<file path="src/rtl/core/kce_pkg.sv">
// kce_pkg: shared constants, types and register codes of the k-means engine
// no dependencies; imported by the interfaces and every module of the core

package kce_pkg;

  localparam int MAX_POINTS   = 64;
  localparam int MAX_CLUSTERS = 8;
  localparam int MAX_FEATURES = 4;
  localparam int FEATURE_BITS = 16;

  localparam int PIDX_W = 6;    // point index
  localparam int PCNT_W = 7;    // point count, holds MAX_POINTS itself
  localparam int CID_W  = 3;    // cluster index
  localparam int SUM_W  = 22;   // signed per-cluster feature sum
  localparam int SQ_W   = 32;   // one squared difference
  localparam int DIST_W = 34;   // sum of four squared differences
  localparam int CHG_W  = 37;   // summed change over all centroid features
  localparam int THR_W  = 36;

  localparam int CFG_IDX_W  = 3;
  localparam int CFG_DATA_W = 36;

  localparam logic [CFG_IDX_W-1:0] CFG_NUM_CLUSTERS = 3'd0;
  localparam logic [CFG_IDX_W-1:0] CFG_NUM_FEATURES = 3'd1;
  localparam logic [CFG_IDX_W-1:0] CFG_CONV_THR     = 3'd2;
  localparam logic [CFG_IDX_W-1:0] CFG_MAX_ITER     = 3'd3;
  localparam logic [CFG_IDX_W-1:0] CFG_INIT_SEED    = 3'd4;

  localparam logic [15:0] LFSR_TAPS = 16'hB400;

  typedef logic signed [FEATURE_BITS-1:0] feat_t;
  typedef feat_t [MAX_FEATURES-1:0]        point_t;
  typedef logic [DIST_W-1:0]               dist_t;
  typedef dist_t [MAX_CLUSTERS-1:0]        dist_vec_t;

endpackage

</file>
<file path="src/rtl/core/kce_lane.sv">
// kce_lane: squared distance of one point to one centroid, two register stages
// depends on kce_pkg

module kce_lane (
  input  logic                                clk,
  input  kce_pkg::point_t                     pt,
  input  kce_pkg::point_t                     cent,
  input  logic [kce_pkg::MAX_FEATURES-1:0]    fmask,
  output kce_pkg::dist_t                      dist_r
);
  import kce_pkg::*;

  logic signed [FEATURE_BITS:0] diff [MAX_FEATURES];
  logic [FEATURE_BITS-1:0]      mag  [MAX_FEATURES];
  logic [SQ_W-1:0]              sq_r [MAX_FEATURES];
  logic [DIST_W-1:0]            acc;

  always_comb begin
    for (int j = 0; j < MAX_FEATURES; j++) begin
      diff[j] = {pt[j][FEATURE_BITS-1], pt[j]} - {cent[j][FEATURE_BITS-1], cent[j]};
      mag[j]  = diff[j][FEATURE_BITS] ? FEATURE_BITS'(-diff[j]) : diff[j][FEATURE_BITS-1:0];
    end
  end

  // squares of masked features
  always_ff @(posedge clk) begin
    for (int j = 0; j < MAX_FEATURES; j++) begin
      sq_r[j] <= fmask[j] ? SQ_W'(mag[j] * mag[j]) : '0;
    end
  end

  always_comb begin
    acc = '0;
    for (int j = 0; j < MAX_FEATURES; j++) begin
      acc = acc + DIST_W'(sq_r[j]);
    end
  end

  always_ff @(posedge clk) begin
    dist_r <= acc;
  end

endmodule

</file>
<file path="config.mk">
export PLATFORM = sky130hd
export DESIGN_NAME = kce_lane
export DESIGN_NICKNAME = d
export VERILOG_FILES = /design/src/rtl/core/kce_pkg.sv /design/src/rtl/core/kce_lane.sv
export SDC_FILE = /design/constraint.sdc
export NUM_CORES = 2
export LEC_CHECK = 0
export ABC_CLOCK_PERIOD_IN_PS = 15400
export CAP_MARGIN = 15
export CORE_MARGIN = 3
export CORE_UTILIZATION = 40
export DETAILED_ROUTE_END_ITERATION = 8
export DONT_BUFFER_PORTS = 1
export PLACE_DENSITY = 0.53
export SLEW_MARGIN = 25
export SYNTH_ARGS = -nofsm -noshare
export SYNTH_HDL_FRONTEND = slang
export SYNTH_SLANG_ARGS = --single-unit
export TNS_END_PERCENT = 5
</file>
<file path="constraint.sdc">
create_clock -name clk -period 15.4 [get_ports clk]
set_clock_uncertainty 0.2 [all_clocks]
set_input_delay 4.62 -clock clk [delete_from_list [all_inputs] [get_ports clk]]
set_output_delay 4.62 -clock clk [all_outputs]
set_load 0.005 [all_outputs]
</file>
* After elaboration in Yosys (flattened, before gate mapping)
Memory sizes are Yosys's and may differ from the RTL's. Cells that the tools add are included.
Operators by class: add/subtract/negate cells 11, $mul 4, muxes and demuxes 8
Operators with widths (number):
- 16-bit by 16-bit multiplier with 32-bit output | 4
- 32-bit 2-to-1 mux | 4
- 34-bit by 32-bit adder with 34-bit output | 2
- 16-bit by 16-bit subtractor with 17-bit output | 4
- 16-bit 2-to-1 mux | 4
- 16-bit negator | 4
- 32-bit by 32-bit adder with 33-bit output | 1
Storage, ports and cells: bits in registers 34, RAM bits 128, input port bits 133, output and inout port bits 34, word-level logic and storage cells 25, memories kept 1
Memories:
- sq_r | words 4, width 32, read ports 4, clocked after Yosys merged registers in 0, wr ports 4, line kce_lane.sv:15 | logic [SQ_W-1:0] sq_r [MAX_FEATURES];

* Longest topological paths before layout
depth in word-level cells 5, mapped depth 41, gate-level depth less buffers 39

* Worst setup path after synthesis
OpenSTA, ideal clock, no wires.
kind input to register, from input port pt[48] (netlist bit), to memory sq_r[3][27], setup time 0.133 ns, data arrival time 13.438 ns, data required time 15.067 ns, path slack 1.628 ns, stages on the path 33, path buffers 1, path through inv_1 -> ha_1 -> inv_1 -> fa_1 -> a211oi_2 -> o21bai_1 -> a21oi_1 -> xnor2_1 -> or4_1 -> or4_1 -> o41ai_1 -> xnor2_1 -> clkinv_1 -> nand2_1 -> fa_1 -> fa_1 -> inv_1 -> fa_1 -> fa_1 -> fa_1 -> fa_1 -> ha_1 -> clkbuf_1 -> and3_1 -> a221oi_1 -> o211ai_1 -> a31oi_1 -> o31ai_1 -> a211o_1 -> a21o_1 -> a21o_1 -> a211oi_1 -> a211oi_1
RTL lines:
- from (decl) | line kce_lane.sv:6 | input kce_pkg::point_t pt,
- to (decl) | line kce_lane.sv:15

==> metrics.md <==
| Metric | Value |
|---|---|
| CTS tree | `done` |
| Crit-path max FO | `13` |
| Clk root buf | `clkbuf_16` |
| Most frequent cells in the layout | `inv_1, fa_1, ha_1` |
| Data arrival, critical path | `14.27 ns` |
| H-tree Lvls | `4` |
| DP Worst Slack | `0.836 ns` |
| Worst slew margin | `40.0%` |
| # fillers | `9967` |
| Clock Tree Buf Depth | `2` |
| Tightest Pin Transition | `0.899 ns` |
| CP endpoint kind | `register` |
| Most common cell after layout, fill and taps aside | `inv_1` |
| Syn Inst Count | `4696` |
| Slowest CP cell | `xnor2_1` |
| Hold slack | `0.321 ns` |
| Final GP Congestion | `0.873` |
| Syn_nets | `6029` |
| Postcts setup bufs | `0` |
| Global-route wire length before repair | `158 mm` |
| Largest net degree at the start of global routing | `33` |
| Total congestion overflow | `0` |
| Layout cells sized above 1 | `3.25%` |
| Port Buffers | `0` |
| Post-CTS sizing | `0` |
| Crit path required time | `15.50 ns` |
| Crit path top cell by count | `fa_1` |
| Met2 Usage GRT | `32.8%` |
| GR peak layer | `met2` |
| # setup viols final | `0` |
| Post-route ant nets | `0` |
| Critical Path Max Stage Delay | `0.58 ns` |
| CORE AREA | `98900 um^2` |
| Worst skew pair latency | `0.44 ns` |
| Syn Std Cell Area | `40000 um^2` |
| Mean Syn Cell Area | `8.53 um^2` |
| Total track usage | `18.9%` |
| Post-DR wirelength/cell | `15.9 um` |
| Unique masters post-synth | `81` |
| Main synth FF type | `dfxtp_1` |
| Drt pass-1 iters | `5` |
| Status | `complete, no violations` |
| Slew Limit Fails | `0` |
| Clk sinks | `158` |
| Sequential element share of the synthesized area | `7.90%` |
| Total CTS buffers | `17` |
| Drt total wl | `95.4 mm` |
| Util after Layout | `43.1%` |
| Fin crit share | `92.0%` |
| Ys Warns | `0` |
| Clock transition at path regs | `0.06 ns` |
| Critical Path Source Type | `primary input` |
| Vias in the first global route | `31400` |
| WS Path Type | `in -> reg` |
| Final Hold Vio Count | `0` |
| Ys async rst share | `0%` |
| Unrepaired setup endpoints after global routing | `false` |
| Vias | `29900` |
| Min Tclk post-route | `14.16 ns` |
| Post-synth EDFFs | `0` |
| Met1 capacity usage during global routing | `25.8%` |
| GR Layer Usage met3 | `2.01%` |
| NumNets Final | `6054` |
| Full die area | `104000 um^2` |
| Final setup TNS | `0 ns` |
| Seq cells post-synth | `158` |
| Initial Utilization | `40.5%` |
| DP Wirelength | `82.8 mm` |
| IO Count | `167` |
| # hold bufs at CTS | `0` |
| Vias per Instance | `4.97` |
| Area Growth Syn to Fin | `6.30%` |
| Hold Path Class | `reg -> reg` |
| Die width | `322 um` |
| Max-cap violations | `0` |
| Final worst-path setup slack | `1.24 ns` |
| Die Span Y | `322 um` |
| FF-to-FF setup slack | `8.88 ns` |
| Fmax | `70.6 MHz` |
| Placement Rows | `115` |
| Antenna violations before repair | `2` |
| Drt drc | `0` |
| Starting DRT DRC Count | `1463` |
area by class of cell:
class / instances / area (um^2) / share of cell area [%]
tap: 1287 / 1610 / 3.78
antenna: 1 / 2.50 / 0.00588
multi-input combinational: 3272 / 32100 / 75.5
sequential: 158 / 3160 / 7.43
inverter: 1198 / 4500 / 10.6
clock buffer: 21 / 460 / 1.08
clock inverter: 10 / 138 / 0.323
timing repair buffer: 74 / 556 / 1.31
Yosys cell counts (5+ instances only):
library cell / count / area share [%]
and3_1: 32 / 0.50
o21ai_0: 104 / 1.3
and4_1: 6 / 0.13
a21o_1: 80 / 1.5
a31oi_1: 32 / 0.50
inv_2: 6 / 0.056
a21oi_1: 161 / 2.0
a211oi_1: 27 / 0.51
ha_1: 515 / 16
and2_1: 68 / 1.1
xnor2_1: 170 / 3.7
a2111oi_0: 7 / 0.15
o21bai_1: 15 / 0.28
a31o_2: 9 / 0.20
or2_2: 17 / 0.27
or4_1: 5 / 0.094
nand3_1: 43 / 0.54
clkinv_1: 21 / 0.20
a21boi_0: 7 / 0.13
xor2_1: 100 / 2.2
nor2_1: 454 / 4.3
nand3b_1: 5 / 0.094
o31a_1: 10 / 0.22
a311oi_1: 7 / 0.15
nor2b_1: 32 / 0.50
dfxtp_1: 158 / 7.9
nand2b_1: 63 / 0.98
inv_1: 1171 / 11
a211o_1: 13 / 0.28
o31ai_1: 9 / 0.17
nand2_1: 314 / 2.9
nor3b_1: 12 / 0.22
a41oi_1: 5 / 0.11
or3_1: 18 / 0.28
clkbuf_1: 67 / 0.63
fa_1: 685 / 34
mux2i_1: 7 / 0.17
nor3_1: 80 / 1.0
o211ai_1: 13 / 0.24
nor4_1: 12 / 0.19
nand4_1: 14 / 0.22
o21a_1: 40 / 0.75
worst max-delay path: cells and delay by family:
family | cells | cell delay [ns]
xor gates and xnor gates | 1 | 0.58
adders and majority gates | 9 | 3.87
and+or+nand+nor | 7 | 1.60
buffers and inverters | 5 | 0.63
AOI/OAI and AO/OA | 11 | 2.94
routing by layer:
metal,vias to the layer above,share of wire (%)
li1,14600,-
met1,14700,46
met2,450,49
met3,79,3.5
met4,0,1.8
met5,-,0
stage by stage:
step | cell area (um^2) | instances
global placement | 42000 | 5989
floorplan | 40000 | 4696
finish | 42600 | 6021
global route | 42600 | 6020
CTS | 42600 | 6020
detailed placement | 42000 | 5989
sequential cells by signal, summed over array words and instances, names as in the netlist:
signal,cells
dist_r,34
sq_r,124
path summary, 6_finish.rpt:
kind                                    end  cells past startpoint        from
worst max-delay path            sq_r[1][31]                     33      pt[16]
worst min-delay path              dist_r[0]                      1  sq_r[2][0]
worst min register to register    dist_r[0]                      1  sq_r[2][0]
worst max register to register   dist_r[31]                     25  sq_r[1][3]
kinds of logic after synthesis:
group | after synthesis | synth area share [%]
mux | 10 | 0.259
xor+xnor | 271 | 5.96
other cells | 2 | 0.0188
flops | 158 | 7.90
compound gates | 596 | 9.87
buf+inv | 1266 | 11.9
simple gates | 1193 | 13.8
fa+ha+maj | 1200 | 50.3
Power is left out: the tool's default activity adds up to more than one toggle a clock period on the data nets, which glitch-free logic cannot reach.
