$ cat src/rtl/core/kce_pkg.sv
// kce_pkg: shared constants, types and register codes of the k-means engine
// no dependencies; imported by the interfaces and every module of the core

package kce_pkg;

  localparam int MAX_POINTS   = 64;
  localparam int MAX_CLUSTERS = 8;
  localparam int MAX_FEATURES = 4;
  localparam int FEATURE_BITS = 16;

  localparam int PIDX_W = 6;    // point index
  localparam int PCNT_W = 7;    // point count, holds MAX_POINTS itself
  localparam int CID_W  = 3;    // cluster index
  localparam int SUM_W  = 22;   // signed per-cluster feature sum
  localparam int SQ_W   = 32;   // one squared difference
  localparam int DIST_W = 34;   // sum of four squared differences
  localparam int CHG_W  = 37;   // summed change over all centroid features
  localparam int THR_W  = 36;

  localparam int CFG_IDX_W  = 3;
  localparam int CFG_DATA_W = 36;

  localparam logic [CFG_IDX_W-1:0] CFG_NUM_CLUSTERS = 3'd0;
  localparam logic [CFG_IDX_W-1:0] CFG_NUM_FEATURES = 3'd1;
  localparam logic [CFG_IDX_W-1:0] CFG_CONV_THR     = 3'd2;
  localparam logic [CFG_IDX_W-1:0] CFG_MAX_ITER     = 3'd3;
  localparam logic [CFG_IDX_W-1:0] CFG_INIT_SEED    = 3'd4;

  localparam logic [15:0] LFSR_TAPS = 16'hB400;

  typedef logic signed [FEATURE_BITS-1:0] feat_t;
  typedef feat_t [MAX_FEATURES-1:0]        point_t;
  typedef logic [DIST_W-1:0]               dist_t;
  typedef dist_t [MAX_CLUSTERS-1:0]        dist_vec_t;

endpackage

$ cat src/rtl/core/kce_div.sv
// kce_div: restoring unsigned divider, one quotient bit per cycle
// depends on kce_pkg; shared by seed selection and centroid update

module kce_div (
  input  logic                         clk,
  input  logic                         rst_n,
  input  logic                         start,
  input  logic [kce_pkg::SUM_W-1:0]    dividend,
  input  logic [kce_pkg::PCNT_W-1:0]   divisor,
  output logic                         done_r,
  output logic [kce_pkg::SUM_W-1:0]    quo_r,
  output logic [kce_pkg::PCNT_W-1:0]   rem_r
);
  import kce_pkg::*;

  localparam int CNT_W = $clog2(SUM_W + 1);

  logic             busy_r;
  logic [CNT_W-1:0] cnt_r;
  logic [PCNT_W:0]  trial;
  logic             ge;

  assign trial = {rem_r, quo_r[SUM_W-1]};
  assign ge    = trial >= {1'b0, divisor};

  always_ff @(posedge clk) begin
    if (!rst_n) begin
      busy_r <= 1'b0;
      done_r <= 1'b0;
      cnt_r  <= '0;
    end else begin
      done_r <= 1'b0;
      if (start) begin
        busy_r <= 1'b1;
        cnt_r  <= CNT_W'(SUM_W);
      end else if (busy_r) begin
        cnt_r <= cnt_r - 1'b1;
        if (cnt_r == CNT_W'(1)) begin
          busy_r <= 1'b0;
          done_r <= 1'b1;
        end
      end
    end
  end

  always_ff @(posedge clk) begin
    if (start) begin
      quo_r <= dividend;
      rem_r <= '0;
    end else if (busy_r) begin
      quo_r <= {quo_r[SUM_W-2:0], ge};
      rem_r <= ge ? PCNT_W'(trial - {1'b0, divisor}) : trial[PCNT_W-1:0];
    end
  end

endmodule
$ cat config.mk
export PLATFORM = sky130hd
export DESIGN_NAME = kce_div
export DESIGN_NICKNAME = d
export VERILOG_FILES = /design/src/rtl/core/kce_pkg.sv /design/src/rtl/core/kce_div.sv
export SDC_FILE = /design/constraint.sdc
export NUM_CORES = 1
export LEC_CHECK = 0
export ABC_AREA = 1
export BUFFER_PORTS_ARGS = -buffer_cell sky130_fd_sc_hd__buf_4
export CAP_MARGIN = 5
export CORE_UTILIZATION = 51
export DETAILED_ROUTE_END_ITERATION = 12
export PLACE_DENSITY = 0.8
export SETUP_SLACK_MARGIN = 0.05
export SLEW_MARGIN = 30
export SYNTH_ARGS = -nofsm -noshare
export SYNTH_HDL_FRONTEND = slang
export SYNTH_SLANG_ARGS = --single-unit
$ cat constraint.sdc
create_clock -name clk -period 2 [get_ports clk]
set_clock_uncertainty 0.1 [all_clocks]
set_input_delay 0.2 -clock clk [delete_from_list [all_inputs] [get_ports clk]]
set_output_delay 0.2 -clock clk [all_outputs]
set_load 0.01 [all_outputs]
Word-level counts from Yosys, hierarchy flattened:

Cells that the tools add are included.

* input port bits: 32
* flip-flop bits (word level): 36
* word-level logic and storage cells: 24
* output and inout port bits: 30

* muxes and demuxes: 9
* bitwise operators: 2
* $add $sub $neg: 2
* magnitude comparators: 1
* reductions and logical operators: 3
* eq/ne operators: 1

Operators by type and width (number)
* two-way mux 22 bit: 2
* two-way mux 5 bit: 2
* greater-or-equal comparator 8 x 7 -> 1 bit: 1
* two-way mux 7 bit: 1
* subtractor 7 bit: 1
* == test 5 x 1 -> 1 bit, second input constant: 1
* subtractor 5 x 1 -> 5 bit, second input constant: 1
* two-way mux 1 bit: 4
* OR reduction 3 bit: 1
* NOT 1 bit: 2
* nonzero test 2 bit: 1
* OR reduction 2 bit: 1

Logic depth before layout (Yosys ltp):

* word-level depth: 4
* mapped depth: 12
* gate-level depth less buffers: 12

Worst setup path after synthesis:

No wires, ideal clock.

* path kind: reg-to-reg
* start point: reg quo_r[21] (netlist name)
* end point: reg rem_r[0] (netlist name)
* buffers on the path: 0
* clock period less this slack: 1.858 ns
* setup slack: 0.142 ns
* stages on the path, launching flop included: 13
* required time: 1.824 ns
* data arrival time: 1.682 ns
* path through: edfxtp_1 inv_1 ha_1 fa_1 inv_1 nand2_1 nand2_1 nand2_1 nand2_1 nand2_1 nand3_1 nand3_1 o21ai_2

* cells in the longest elaborated chain, start to end: 2

RTL lines
* from (decl): RTL line kce_div.sv:11 `output logic [kce_pkg::SUM_W-1:0] quo_r,`
* from (signal assigned): RTL line kce_div.sv:48 `quo_r <= dividend;`
* from (signal assigned): RTL line kce_div.sv:51 `quo_r <= {quo_r[SUM_W-2:0], ge};`
* subtractor 7 bit or greater-or-equal comparator 8 x 7 -> 1 bit (tied branches): RTL line kce_div.sv:52, kce_div.sv:24
* two-way mux 7 bit (*): RTL line kce_div.sv:52 `rem_r <= ge ? PCNT_W'(trial - {1'b0, divisor}) : trial[PCNT_W-1:0];`
* to (signal assigned): RTL line kce_div.sv:52
* to (decl): RTL line kce_div.sv:12 `output logic [kce_pkg::PCNT_W-1:0] rem_r`

Every way passes the cells marked *; elsewhere a longest branch is shown, timed or not.
A chain may end at the register's enable or synchronous reset.

Worst setup path after layout:

* start point: reg quo_r[21] (netlist name)
* end point: reg rem_r[4] (netlist name)

Same word-level chain as after synthesis.

==> summary.md <==
| Metric | Value |
|---|---|
| Worst Path Max Fanout | `2` |
| Warnings from Yosys | `0` |
| Initial antenna violation count | `0` |
| P_int | `between 1 and 1.5 mW` |
| Switch share | `around 29%` |
| Net Sw Power | `between 0.5 and 0.6 mW` |
| Synthesized area per cell | `between 7 and 8 um2` |
| Syn nets | `~300` |
| Multi-input logic area | `965.9 um2` |
| Area after DPL | `between 0.002 and 0.003 mm2` |
| Peak supply drop | `0.5841 mV` |
| I/O Buffers | `61` |
| Endpoints failing setup | `0` |
| Hold Path Class | `in2reg` |
| Final min period | `around 1.9 ns` |
| Initial Utilization | `between 50% and 60%` |
| Outcome | `finished clean` |
| WL/cell | `approximately 12 um` |
| Pwr dens | `about 690 mW/mm2` |
| Post-route cell area | `between 0.002 and 0.003 mm2` |
| All-Layer GR Usage | `between 20% and 30%` |
| # diodes | `0` |
| Critical path endpoint | `rem_r[4]` |
| # DRC | `0` |
| Ranking of synthesized cells by area | `edfxtp_1 (33%), nand2_1 (21%), dfxtp_1 (14%)` |
| Pwr Total | `around 1.8 mW` |
| Total CTS buffers | `5` |
| Worst setup SP type | `flip-flop` |
| Clock latency on the worst-skew pair | `between 0.2 and 0.3 ns` |
| CP required | `2.08 ns` |
| Core box area | `~0.0037 mm2` |
| CTS max path bufs | `2` |
| Hold Vio Cnt, Final | `0` |
| I/O Pins | `62` |
| Synth-to-layout area growth | `33.98%` |
| Die X | `roughly 64 um` |
| Sequential-to-total area share from yosys stat | `between 40 and 50%` |
| Cells after synthesis | `253` |
| Distinct cells, synth | `26` |
| Post-route ant nets | `0` |
| Slew @ Worst Pin | `0.3748 ns` |
| Critical Path Source | `quo_r[21]` |
| Initial DRC count | `124` |
| GPL Wtd Cong | `roughly 0.86` |
| Largest net degree at the start of global routing | `27` |
| Reg2reg start | `quo_r[21]` |
| Worst R2R End | `rem_r[4]` |
| Cell Area, Synth | `slightly below 0.002 mm2` |
| Max Fclk | `between 0.5 and 0.6 GHz` |
| Clock share of power | `a little over a quarter` |
| Global-route wire length before repair | `between 7 and 8 mm` |
| CTS Root Cell | `clkbuf_8` |
| TritonCTS clock tree | `built` |
| Commonest non-fill, non-tap cell in the layout | `nand2_1` |
| Filler cell count | `300` |
| Pre-antenna DRT Iters | `4` |
| Setup TNS Final | `0 ns` |
| Crit Path Class | `reg2reg` |
| Area share of the largest cell type after synthesis | `roughly a third` |
| CTS sink cnt | `36` |
| LEAKAGE | `approximately 1.4 nW` |
| Max-slew headroom | `74.98%` |
| H-tree depth | `2` |
| Final Max Slew Viols | `0` |
| R2R setup slack | `~0.12 ns` |
| WL final | `around 4.5 mm` |
| Logic pwr share | `approximately a quarter` |
| Post-CTS Hold Fix Bufs | `0` |
| # Max-Cap Violations | `0` |
| Final cycle utilization of the critical path | `a little over nine tenths` |
| Die area | `slightly above 0.004 mm2` |
| WP data arrival | `1.96 ns` |
| Reg2Reg Depth | `11` |
| Via density per instance | `between 4 and 5` |
| Layout Nets | `between 300 and 400` |
| Commonest cells after routing, fill and taps aside | `nand2_1 (108), buf_4 (65), inv_1 (29)` |
| Synth Register Bits | `36` |
| FF+latch area | `around 940 um2` |
| Share of cells above drive strength 1 | `28.66%` |
| Grt ovf | `0` |
| Vias in the first global route | `about 1600` |
| Die height | `64.44 um` |
| Sequential fraction of design power | `~50%` |
| Endpoint class of the critical path | `flip-flop` |
| Detail Placement HPWL | `3.190 mm` |
| CTS clk-pin slew, worst paths | `about 0.07 ns` |
| Row cnt | `22` |
| Via count | `approximately 1800` |
| Cell accounting for the most synthesized area | `edfxtp_1` |
| RSZ-0062 raised after global routing | `true` |
## worst min path at each step
stage          cells past startpoint  endpoint  start
6_report                           3  cnt_r[2]  rst_n
5_1_grt                            3  cnt_r[2]  rst_n
4_1_cts                            3  cnt_r[2]  rst_n
3_5_place_dp                       3  cnt_r[2]  rst_n
3_3_place_gp                       3  cnt_r[2]  rst_n
2_1_floorplan                      2  cnt_r[2]  rst_n
## registers in the layout, summed over array words and instances (netlist names)
| signal | flops |
|---|---|
| busy_r | 1 |
| quo_r | 22 |
| done_r | 1 |
| cnt_r | 5 |
| rem_r | 7 |
## synthesized netlist by cell type
master	count
o21ai_2	1
xor2_1	2
o211ai_1	1
a21oi_1	3
nand3_1	17
fa_1	1
inv_2	2
nor2_2	2
ha_1	9
nand2_1	113
clkbuf_1	4
nand3b_1	5
a221oi_1	1
dfxtp_1	14
inv_1	31
a21oi_4	1
nand3_4	1
buf_2	1
edfxtp_1	22
a31oi_1	2
nor3_1	2
nor2_1	12
nand4_1	3
nor2_8	1
o31ai_1	1
or2_1	1
## cells by family (layout without fill, tap and decap cells)
logic type / Yosys count / after routing / synth area share (%)
and+or+nand+nor: 157 / 157 / 34.05
buffers and inverters: 38 / 106 / 7.237
DFF: 36 / 36 / 47.33
adders and majority gates: 10 / 10 / 6.671
AOI/OAI and AO/OA: 10 / 10 / 3.839
xor gates and xnor gates: 2 / 2 / 0.8812
## stage by stage
stage / utilization, % / setup WS, ns / hold WS, ns / cells
after floorplan: - / 0.1421 / 0.2110 / 253
after global placement: 67.81 / 0.1039 / 0.3386 / 359
after detailed placement: 67.81 / 0.02817 / 0.3372 / 359
after CTS: 70.18 / 0.08131 / 0.03724 / 367
after global routing: 72.22 / 0.002377 / 0.04080 / 369
final: 72.22 / 0.1187 / 0.03467 / 369
## power groups by stage
stage	combinational, mW	sequential, mW	clock (mW)
2_1_floorplan	0.203	0.939	0
3_5_place_dp	0.401	0.919	0
6_report	0.436	0.903	0.507
4_1_cts	0.404	0.903	0.513
3_3_place_gp	0.395	0.918	0
5_1_grt	0.482	0.912	0.556
## worst max-delay path, stage by stage, from the launching register on
cell	delay, ns
edfxtp_1	0.36
inv_2	0.06
ha_4	0.16
fa_2	0.41
inv_2	0.07
nand2_2	0.06
nand2_4	0.09
nand2_2	0.07
xor2_1	0.17
nand2_1	0.08
nand3_1	0.08
nand2_1	0.06
## repair_timing
action                                  4_1_cts  5_1_grt
endpoints found under the setup margin        8        8
resized for setup                             1       16
pin swaps                                     0        7
setup buffers                                 0        2
## per-layer routing
layer	vias up	GRT usage [%]	wire length, um
li1	941	-	-
met1	828	28.30	1992
met2	43	35.53	2230
met3	5	6.866	220
met4	0	9.167	56
met5	-	0	0
## layout make-up
type	instances	area share [%]
Timing Repair Buffer	65	18.32
Multi-Input combinational cell	179	36.26
Inverter	33	4.650
Tap cell	48	2.255
Clock inverter	1	0.3288
Sequential cell	36	35.32
Clock buffer	7	2.865
Power figures use the tool's default switching activity.
